`src/rtl/core/tactile_frame_unpacker_top_assert.svh`:
```
// Assertion macros shared by the tactile frame unpacker RTL.
`ifndef TACTILE_FRAME_UNPACKER_TOP_ASSERT_SVH
`define TACTILE_FRAME_UNPACKER_TOP_ASSERT_SVH

// Same-cycle implication, sampled on clk and masked during reset.
`define TFU_ASSERT_SAME(label, ante, cons, msg) \
  label: assert property (@(posedge clk) disable iff (!rst_n) (ante) |-> (cons)) \
    else $error(msg);

// Next-cycle implication, sampled on clk and masked during reset.
`define TFU_ASSERT_NEXT(label, ante, cons, msg) \
  label: assert property (@(posedge clk) disable iff (!rst_n) (ante) |=> (cons)) \
    else $error(msg);

`endif

```
`src/rtl/core/tfu_pkg.sv`:
```
// Shared types and constants for the tactile frame unpacker.
package tfu_pkg;

  localparam int CELL_COUNT      = 24;
  localparam int SEQ_COUNT       = 5;
  localparam int CELLS_PER_FRAME = 5;
  localparam int FRAME_BYTES     = 8;
  localparam int QUEUE_DEPTH     = 2;

  localparam int KIND_W  = 1;
  localparam int DATA_W  = 64;
  localparam int LEN_W   = 4;
  localparam int CELL_W  = 5;
  localparam int VALUE_W = 12;
  localparam int STAT_W  = 2;
  localparam int NIB_W   = 4;
  localparam int MAP_W   = 24;
  localparam int BITS_W  = 60;
  localparam int LEVEL_W = $clog2(QUEUE_DEPTH + 1);

  localparam logic [KIND_W-1:0] KIND_FULL = 1'b0;
  localparam logic [KIND_W-1:0] KIND_TOP  = 1'b1;

  typedef enum logic [STAT_W-1:0] {
    ST_OK  = 2'd0,
    ST_LEN = 2'd1,
    ST_SEQ = 2'd2
  } status_t;

  typedef enum logic [1:0] {
    CMD_ERR  = 2'd0,
    CMD_FULL = 2'd1,
    CMD_TOP  = 2'd2
  } cmd_kind_t;

  // One classified frame, as handed from the front end to the back end.
  typedef struct packed {
    cmd_kind_t          kind;
    status_t            status;
    logic [CELL_W-1:0]  first;
    logic [CELL_W-1:0]  last_step;
    logic [MAP_W-1:0]   map;
    logic [BITS_W-1:0]  bits;
  } cmd_t;

  typedef struct packed {
    logic               full;
    logic [LEVEL_W-1:0] level;
  } q_stat_t;

endpackage

```
`src/rtl/core/tfu_if.sv`:
```
// Valid/ready channel interfaces for frame requests and cell results.
interface tfu_in_if;
  logic                        valid;
  logic                        ready;
  logic [tfu_pkg::KIND_W-1:0]  kind;
  logic [tfu_pkg::DATA_W-1:0]  frame_data;
  logic [tfu_pkg::LEN_W-1:0]   frame_length;

  modport source (output valid, kind, frame_data, frame_length, input ready);
  modport sink   (input valid, kind, frame_data, frame_length, output ready);
endinterface

interface tfu_out_if;
  logic                        valid;
  logic                        ready;
  logic [tfu_pkg::CELL_W-1:0]  cell_index;
  logic [tfu_pkg::VALUE_W-1:0] cell_value;
  logic [tfu_pkg::STAT_W-1:0]  status;
  logic                        last;

  modport source (output valid, cell_index, cell_value, status, last, input ready);
  modport sink   (input valid, cell_index, cell_value, status, last, output ready);
endinterface

```
`src/rtl/core/tfu_front.sv`:
```
// Front end: accepts frame requests and classifies them into commands.
module tfu_front (
  tfu_in_if.sink        in_ch,
  input  tfu_pkg::q_stat_t q_stat,
  output logic          push,
  output tfu_pkg::cmd_t push_cmd
);
  import tfu_pkg::*;

  logic [NIB_W-1:0]  seq;
  logic [CELL_W:0]   first_w;
  logic [CELL_W:0]   end_w;

  assign in_ch.ready = !q_stat.full;
  assign push        = in_ch.valid && in_ch.ready;

  assign seq     = in_ch.frame_data[DATA_W-1 -: NIB_W];
  // Five cells per sequence number: seq*4 + seq.
  assign first_w = {seq[2:0], 2'b00} + {3'b000, seq[2:0]};
  assign end_w   = first_w + (CELL_W+1)'(CELLS_PER_FRAME);

  always_comb begin
    push_cmd        = '0;
    push_cmd.kind   = CMD_ERR;
    push_cmd.status = ST_OK;
    if (in_ch.frame_length != LEN_W'(FRAME_BYTES)) begin
      push_cmd.status = ST_LEN;
    end else if (in_ch.kind == KIND_FULL) begin
      if (seq >= NIB_W'(SEQ_COUNT)) begin
        push_cmd.status = ST_SEQ;
      end else begin
        push_cmd.kind  = CMD_FULL;
        push_cmd.first = first_w[CELL_W-1:0];
        push_cmd.bits  = in_ch.frame_data[BITS_W-1:0];
        // The last frame covers fewer cells than the others.
        if (end_w > (CELL_W+1)'(CELL_COUNT)) begin
          push_cmd.last_step = CELL_W'(CELL_COUNT - 1) - first_w[CELL_W-1:0];
        end else begin
          push_cmd.last_step = CELL_W'(CELLS_PER_FRAME - 1);
        end
      end
    end else begin
      push_cmd.kind      = CMD_TOP;
      push_cmd.last_step = CELL_W'(CELL_COUNT - 1);
      push_cmd.map       = in_ch.frame_data[DATA_W-1 -: MAP_W];
      // Ten nibbles packed at the top; zeros shift in once they run out.
      push_cmd.bits      = {in_ch.frame_data[DATA_W-MAP_W-1:0],
                            (BITS_W-(DATA_W-MAP_W))'(0)};
    end
  end

endmodule

```
`src/rtl/core/tfu_queue.sv`:
```
// Short command queue between the front end and the back end.
module tfu_queue (
  input  logic             clk,
  input  logic             rst_n,
  input  logic             push,
  input  tfu_pkg::cmd_t    push_cmd,
  input  logic             pop,
  output logic             q_valid,
  output tfu_pkg::cmd_t    q_cmd,
  output tfu_pkg::q_stat_t q_stat
);
  import tfu_pkg::*;

  localparam int PTR_W = (QUEUE_DEPTH > 1) ? $clog2(QUEUE_DEPTH) : 1;

  cmd_t               mem_r [QUEUE_DEPTH];
  logic [PTR_W-1:0]   wr_ptr_r, wr_ptr_nxt;
  logic [PTR_W-1:0]   rd_ptr_r, rd_ptr_nxt;
  logic [LEVEL_W-1:0] level_r, level_nxt;

  assign q_valid      = (level_r != '0);
  assign q_cmd        = mem_r[rd_ptr_r];
  assign q_stat.full  = (level_r == LEVEL_W'(QUEUE_DEPTH));
  assign q_stat.level = level_r;

  function automatic logic [PTR_W-1:0] ptr_inc(input logic [PTR_W-1:0] p);
    return (p == PTR_W'(QUEUE_DEPTH - 1)) ? '0 : p + PTR_W'(1);
  endfunction

  always_comb begin
    wr_ptr_nxt = push ? ptr_inc(wr_ptr_r) : wr_ptr_r;
    rd_ptr_nxt = pop  ? ptr_inc(rd_ptr_r) : rd_ptr_r;
    level_nxt  = level_r + LEVEL_W'(push) - LEVEL_W'(pop);
  end

  always_ff @(posedge clk) begin
    if (!rst_n) begin
      wr_ptr_r <= '0;
      rd_ptr_r <= '0;
      level_r  <= '0;
    end else begin
      wr_ptr_r <= wr_ptr_nxt;
      rd_ptr_r <= rd_ptr_nxt;
      level_r  <= level_nxt;
    end
  end

  always_ff @(posedge clk) begin
    if (push) begin
      mem_r[wr_ptr_r] <= push_cmd;
    end
  end

endmodule

```
`src/rtl/core/tfu_back.sv`:
```
// Back end: steps through one command per frame and emits cell results.
module tfu_back (
  input  logic          clk,
  input  logic          rst_n,
  input  logic          q_valid,
  input  tfu_pkg::cmd_t q_cmd,
  output logic          pop,
  tfu_out_if.source     out_ch
);
  import tfu_pkg::*;

  logic               busy_r, busy_nxt;
  cmd_t               cmd_r, cmd_nxt;
  logic [CELL_W-1:0]  step_r, step_nxt;
  logic [MAP_W-1:0]   map_r, map_nxt;
  logic [BITS_W-1:0]  sh_r, sh_nxt;

  logic               out_valid_r, out_valid_nxt;
  logic [CELL_W-1:0]  out_cell_r, out_cell_nxt;
  logic [VALUE_W-1:0] out_value_r, out_value_nxt;
  logic [STAT_W-1:0]  out_status_r, out_status_nxt;
  logic               out_last_r, out_last_nxt;

  logic               advance;
  logic               final_step;

  assign advance    = busy_r && (!out_valid_r || out_ch.ready);
  assign final_step = (step_r == cmd_r.last_step);
  assign pop        = q_valid && (!busy_r || (advance && final_step));

  assign out_ch.valid      = out_valid_r;
  assign out_ch.cell_index = out_cell_r;
  assign out_ch.cell_value = out_value_r;
  assign out_ch.status     = out_status_r;
  assign out_ch.last       = out_last_r;

  always_comb begin
    busy_nxt       = busy_r;
    cmd_nxt        = cmd_r;
    step_nxt       = step_r;
    map_nxt        = map_r;
    sh_nxt         = sh_r;
    out_valid_nxt  = out_valid_r && !out_ch.ready;
    out_cell_nxt   = out_cell_r;
    out_value_nxt  = out_value_r;
    out_status_nxt = out_status_r;
    out_last_nxt   = out_last_r;

    if (advance) begin
      out_valid_nxt  = 1'b1;
      out_cell_nxt   = cmd_r.first + step_r;
      out_status_nxt = cmd_r.status;
      out_last_nxt   = final_step;
      step_nxt       = step_r + CELL_W'(1);
      unique case (cmd_r.kind)
        CMD_FULL: begin
          out_value_nxt = sh_r[BITS_W-1 -: VALUE_W];
          sh_nxt        = sh_r << VALUE_W;
        end
        CMD_TOP: begin
          out_value_nxt = '0;
          if (map_r[0]) begin
            out_value_nxt = VALUE_W'(sh_r[BITS_W-1 -: NIB_W]);
            sh_nxt        = sh_r << NIB_W;
          end
          map_nxt = map_r >> 1;
        end
        default: begin
          out_value_nxt = '0;
        end
      endcase
      if (final_step) begin
        busy_nxt = 1'b0;
      end
    end

    if (pop) begin
      busy_nxt = 1'b1;
      cmd_nxt  = q_cmd;
      step_nxt = '0;
      map_nxt  = q_cmd.map;
      sh_nxt   = q_cmd.bits;
    end
  end

  always_ff @(posedge clk) begin
    if (!rst_n) begin
      busy_r      <= 1'b0;
      out_valid_r <= 1'b0;
    end else begin
      busy_r      <= busy_nxt;
      out_valid_r <= out_valid_nxt;
    end
  end

  always_ff @(posedge clk) begin
    cmd_r        <= cmd_nxt;
    step_r       <= step_nxt;
    map_r        <= map_nxt;
    sh_r         <= sh_nxt;
    out_cell_r   <= out_cell_nxt;
    out_value_r  <= out_value_nxt;
    out_status_r <= out_status_nxt;
    out_last_r   <= out_last_nxt;
  end

endmodule

```
`src/rtl/core/tactile_frame_unpacker_top.sv`:
```
// Tactile frame unpacker: frame requests in, per-cell result requests out.
// A frame's command is registered in the queue, then loaded into the back end, whose output is registered.
// Throughput: one result per cycle while the receiver is ready; a frame gives 1, 4, 5 or 24 results.
// Frames are taken every cycle while the two-entry command queue has room.
// Reset (rst_n low, synchronous) empties the queue, idles the back end and drops
// any pending result; there is no configuration state.
module tactile_frame_unpacker_top (
  input  logic      clk,
  input  logic      rst_n,
  tfu_in_if.sink    in_ch,
  tfu_out_if.source out_ch
);
  import tfu_pkg::*;

  `include "tactile_frame_unpacker_top_assert.svh"

  // Front end to queue: one classified command per accepted frame request.
  logic    push;
  cmd_t    push_cmd;
  q_stat_t q_stat;

  // Queue to back end: the oldest command, removed when the back end starts it.
  logic    q_valid;
  cmd_t    q_cmd;
  logic    pop;

  // The front end checks the length and sequence number and works out the
  // first cell and the number of steps, so the back end only counts and shifts.
  tfu_front u_front (
    .in_ch    (in_ch),
    .q_stat   (q_stat),
    .push     (push),
    .push_cmd (push_cmd)
  );

  // The queue decouples the two sides: a new frame is taken while the back
  // end is still emitting the cells of an earlier one.
  tfu_queue u_queue (
    .clk      (clk),
    .rst_n    (rst_n),
    .push     (push),
    .push_cmd (push_cmd),
    .pop      (pop),
    .q_valid  (q_valid),
    .q_cmd    (q_cmd),
    .q_stat   (q_stat)
  );

  // The back end emits one cell per cycle into a registered output stage while the
  // receiver keeps up; it starts the next command in the same cycle its last cell enters that stage.
  tfu_back u_back (
    .clk     (clk),
    .rst_n   (rst_n),
    .q_valid (q_valid),
    .q_cmd   (q_cmd),
    .pop     (pop),
    .out_ch  (out_ch)
  );

  // An error result is always the single, final result of its frame.
  `TFU_ASSERT_SAME(a_err_single, out_ch.valid && (out_ch.status != ST_OK), out_ch.last && (out_ch.cell_index == '0) && (out_ch.cell_value == '0), "error result is not a lone cell-zero result")

  // Every result names a real sensor cell.
  `TFU_ASSERT_SAME(a_cell_range, out_ch.valid, out_ch.cell_index < CELL_W'(CELL_COUNT), "cell index out of range")

  // An accepted frame request must be held in the queue on the next cycle.
  `TFU_ASSERT_NEXT(a_push_kept, in_ch.valid && in_ch.ready, q_stat.level != '0, "accepted frame lost by the queue")

endmodule

```
`src/flat_wrapper.sv`:
```
// flat-port wrapper written by rule: the top's interface ports become plain ports
module tactile_frame_unpacker_top_flat import tfu_pkg::*;
  (clk, rst_n, in_ch_valid, in_ch_kind, in_ch_frame_data, in_ch_frame_length, in_ch_ready, out_ch_valid, out_ch_cell_index, out_ch_cell_value, out_ch_status, out_ch_last, out_ch_ready);
  tfu_in_if in_ch_i ();
  tfu_out_if out_ch_i ();
  input  logic clk;
  input  logic rst_n;
  input wire logic [$bits(in_ch_i.valid)-1:0] in_ch_valid;
  input wire logic [$bits(in_ch_i.kind)-1:0] in_ch_kind;
  input wire logic [$bits(in_ch_i.frame_data)-1:0] in_ch_frame_data;
  input wire logic [$bits(in_ch_i.frame_length)-1:0] in_ch_frame_length;
  output wire logic [$bits(in_ch_i.ready)-1:0] in_ch_ready;
  output wire logic [$bits(out_ch_i.valid)-1:0] out_ch_valid;
  output wire logic [$bits(out_ch_i.cell_index)-1:0] out_ch_cell_index;
  output wire logic [$bits(out_ch_i.cell_value)-1:0] out_ch_cell_value;
  output wire logic [$bits(out_ch_i.status)-1:0] out_ch_status;
  output wire logic [$bits(out_ch_i.last)-1:0] out_ch_last;
  input wire logic [$bits(out_ch_i.ready)-1:0] out_ch_ready;
  assign in_ch_i.valid = in_ch_valid;
  assign in_ch_i.kind = in_ch_kind;
  assign in_ch_i.frame_data = in_ch_frame_data;
  assign in_ch_i.frame_length = in_ch_frame_length;
  assign in_ch_ready = in_ch_i.ready;
  assign out_ch_valid = out_ch_i.valid;
  assign out_ch_cell_index = out_ch_i.cell_index;
  assign out_ch_cell_value = out_ch_i.cell_value;
  assign out_ch_status = out_ch_i.status;
  assign out_ch_last = out_ch_i.last;
  assign out_ch_i.ready = out_ch_ready;
  tactile_frame_unpacker_top u_core (.clk(clk), .rst_n(rst_n), .in_ch(in_ch_i), .out_ch(out_ch_i));
endmodule
```
`config.mk`:
```
export PLATFORM = sky130hd
export DESIGN_NAME = tactile_frame_unpacker_top_flat
export DESIGN_NICKNAME = d
export VERILOG_FILES = /design/src/rtl/core/tfu_pkg.sv /design/src/rtl/core/tfu_if.sv /design/src/rtl/core/tfu_front.sv /design/src/rtl/core/tfu_queue.sv /design/src/rtl/core/tfu_back.sv /design/src/rtl/core/tactile_frame_unpacker_top.sv /design/src/flat_wrapper.sv
export VERILOG_INCLUDE_DIRS = /design/src /design/src/rtl/core
export SDC_FILE = /design/constraint.sdc
export NUM_CORES = 1
export LEC_CHECK = 0
export BUFFER_PORTS_ARGS = -buffer_cell sky130_fd_sc_hd__buf_2
export CORE_ASPECT_RATIO = 1.4
export CORE_MARGIN = 2
export CORE_UTILIZATION = 40
export DETAILED_ROUTE_END_ITERATION = 8
export PLACE_DENSITY = 0.65
export SYNTH_ARGS = -nofsm -noshare
export SYNTH_HDL_FRONTEND = slang
export SYNTH_SLANG_ARGS = --single-unit
```
`constraint.sdc`:
```
create_clock -name clk -period 7.2 [get_ports clk]
set_input_delay 0.36 -clock clk [delete_from_list [all_inputs] [get_ports clk]]
set_output_delay 0.36 -clock clk [all_outputs]
set_load 0.03 [all_outputs]
```
==> flow_summary.json <==
{
  "routed_wl_um": 28100,
  "max_slew_margin_pct": 32.3,
  "post-route-period-util_pct": 50.1,
  "htreeDepth": 1,
  "grt_pass1_wl_um": 42700,
  "power.density_nw_per_um2": 410,
  "leakage_nw": 5.68,
  "place_ws_ns": 3.62,
  "fillers": 2920,
  "cts_made_buffers": 31,
  "synth-edff-count": 314,
  "crit_path_start_kind": "flip-flop",
  "wire_per_inst_um": 20.2,
  "clk_latency_ns": 0.58,
  "grt_max_degree": 69,
  "portBuffers": 94,
  "finalHoldViolCount": 0,
  "peakVddDrop_uv": 202,
  "antennaDiodeCount": 0,
  "io_pins": 95,
  "synth_seq_cells": 326,
  "rows": 80,
  "async_flop_share_pct": 0,
  "finClkSkew_ns": 0.0103,
  "setup_viol": 0,
  "drv_cap": 0,
  "clk_pin_slew_ns": 0.07,
  "grt.total_usage_pct": 15.4,
  "root_buffer": "clkbuf_16",
  "hpwl_um": 18500,
  "die_w_um": 161,
  "syn_inst": 829,
  "status": "complete, no violations",
  "syn_area_um2": 13900,
  "ys_warn_count": 0,
  "cp_num_buf_inv": 2,
  "hp-class": "input port to flip-flop",
  "ys_seq_area_share_pct": 69.8,
  "cpPeakStageDelay_ns": 0.69,
  "die_area_um2": 36200,
  "clock.fmax_mhz": 277,
  "post-cts-setup-buffers": 0,
  "ys.flop_type": "edfxtp_1",
  "worst_slew_pin_slew_ns": 1.02,
  "syn2layout_area_growth_pct": 13.7,
  "tritoncts": "done",
  "first_pass_iters": 5,
  "grt_pass1_vias": 7180,
  "fin_setup_tns_ns": 0,
  "syn_area_per_cell_um2": 16.7,
  "cts_num_sinks": 326,
  "fin_crit_ns": 3.61,
  "worst_slack_ns": 3.59,
  "post_cts_resize_count": 0,
  "power_mw": 6.45,
  "path_cells": "xnor2_1, nand3_1, o31a_1, inv_4, buf_4, mux2_2",
  "cpMaxStageDelayCell": "inv_4",
  "required_ns": 7.52,
  "slew_violations": 0,
  "endpoint_kind": "flip-flop",
  "chipHeight_um": 224,
  "worst-setup-path-type": "flip-flop to flip-flop",
  "drc": 0,
  "crit_arrival_ns": 3.93,
  "fin_nets": 1003,
  "cts_hold_buffers": 0,
  "synthesis.nets": 914,
  "rsz0062_at_grt": "no",
  "critPathTopFamily": "buffers and inverters",
  "initial_core_util_pct": 40.6,
  "layout-drive-gt1-share_pct": 23.4,
  "gr-total-overflow": 0,
  "routed_via_density": 5.15,
  "crit_fanout": 55,
  "synth_cell_type_count": 43,
  "dr_total_vias": 7167,
  "drt-initial-drc-count": 670,
  "design.core.area_um2": 34100,
  "gp_congestion": 0.755,
  "antenna_found_initial": 0,
  "final_antenna_net_count": 0,
  "ctsLongestPathBuffers": 3
}
per-layer routing:
layer  up-vias  global-route usage (%)  share of wire [%]
li1       3372                       -                  -
met1      3587                    20.5                 43
met2       171                    26.9                 51
met3        37                    1.91                4.1
met4         0                    4.09                1.7
met5         -                       0                  0
cell families (layout without fill, tap and decap cells):
family | count (synthesis) | after routing | share of synthesized area, %
buffers and inverters | 60 | 173 | 2.32
adder cells (fa/ha/maj) | 12 | 12 | 1.14
flip-flops | 326 | 326 | 69.8
AO/OA/AOI/OAI | 72 | 72 | 4.15
AND/OR/NAND/NOR | 123 | 123 | 5.17
XOR/XNOR | 18 | 18 | 1.14
multiplexers | 218 | 218 | 16.3
power breakdown:
| group | total, mW | leakage [nW] | internal [mW] | switching [mW] |
|---|---|---|---|---|
| sequential | 3.10 | 3.21 | 2.83 | 0.266 |
| combinational | 1.72 | 1.97 | 0.699 | 1.02 |
| clock | 1.63 | 0.496 | 0.938 | 0.692 |
| total | 6.45 | 5.68 | 4.47 | 1.98 |
final cells by class:
cell class,count,area [µm²],share of cell area [%]
clock buffer,38,802,5.09
clock inverter,19,209,1.33
inverter,13,51.3,0.326
multi-input combinational,443,3910,24.8
sequential,326,9670,61.4
tap,451,564,3.58
timing repair buffer,103,538,3.42
flip-flops by register name, summed over array words and instances (netlist names), named ones only:
| name | flops |
|---|---|
| u_core.u_back.out_ch.cell_value | 12 |
| u_core.u_back.out_ch.valid | 1 |
| u_core.u_back.map_r | 24 |
| u_core.u_back.cmd_r | 14 |
| u_core.u_queue.level_r | 2 |
| u_core.u_queue.mem_r | 196 |
| u_core.u_back.step_r | 5 |
| u_core.u_back.out_ch.status | 2 |
| u_core.u_back.out_ch.last | 1 |
| u_core.u_queue.rd_ptr_r | 1 |
| u_core.u_back.busy_r | 1 |
| u_core.u_back.out_ch.cell_index | 5 |
| u_core.u_queue.wr_ptr_r | 1 |
| u_core.u_back.sh_r | 60 |
path summary, 6_finish.rpt:
check / startpoint / end / slack [ns] / depth (start not counted)
worst max-delay path: u_core.u_back.step_r[2] / u_core.u_back.map_r[6] / 3.59 / 6
worst min-delay path: in_ch_frame_data[50] / u_core.u_queue.mem_r[0][70] / 0.10 / 2
worst max register to register: u_core.u_back.step_r[2] / u_core.u_back.map_r[6] / 3.59 / 6
worst min register to register: u_core.u_back.cmd_r[94] / u_core.u_back.out_ch.status[0] / 0.43 / 0
cell usage after synthesis (7+ instances only):
library cell	instances	share of area, %
ha_1	11	0.99
edfxtp_1	314	68
xnor2_1	11	0.70
nand4_1	10	0.45
xor2_1	7	0.44
buf_2	16	0.58
and2_1	62	2.8
mux2i_1	158	11
nor2_1	17	0.46
mux2_2	60	4.9
inv_1	12	0.33
clkbuf_1	13	0.35
a22o_1	40	2.5
buf_6	7	0.57
a21oi_1	8	0.29
dfxtp_1	12	1.7
o211ai_1	8	0.43
nand3_1	14	0.51
stage by stage:
step	hold slack [ns]	cell area, µm²	utilization (%)	std cells
finish	0.105	15700	46.1	1393
global route	0.0973	15700	46.1	1393
CTS	0.0788	15700	46.1	1393
detailed placement	0.427	14700	43.2	1336
global placement	0.413	14700	43.2	1336
floorplan	0.400	13900	-	829
cell usage in the layout, fill, tap and decap left out, types with 4 or more instances in the layout:
cell	n
buf_2	94
and2_1	62
ha_1	10
clkbuf_16	31
xnor2_1	11
nand3_1	14
clkinv_2	5
a22o_1	40
a21oi_1	8
edfxtp_1	314
mux2i_1	158
dfxtp_1	11
bufinv_16	4
nand4_1	10
o211ai_1	8
clkbuf_1	7
buf_4	9
nor2_1	16
xor2_1	7
a32oi_1	5
inv_1	12
mux2_2	60
clkinv_1	7
nand2_1	6
No activity file was read; power rests on OpenSTA's default activity.
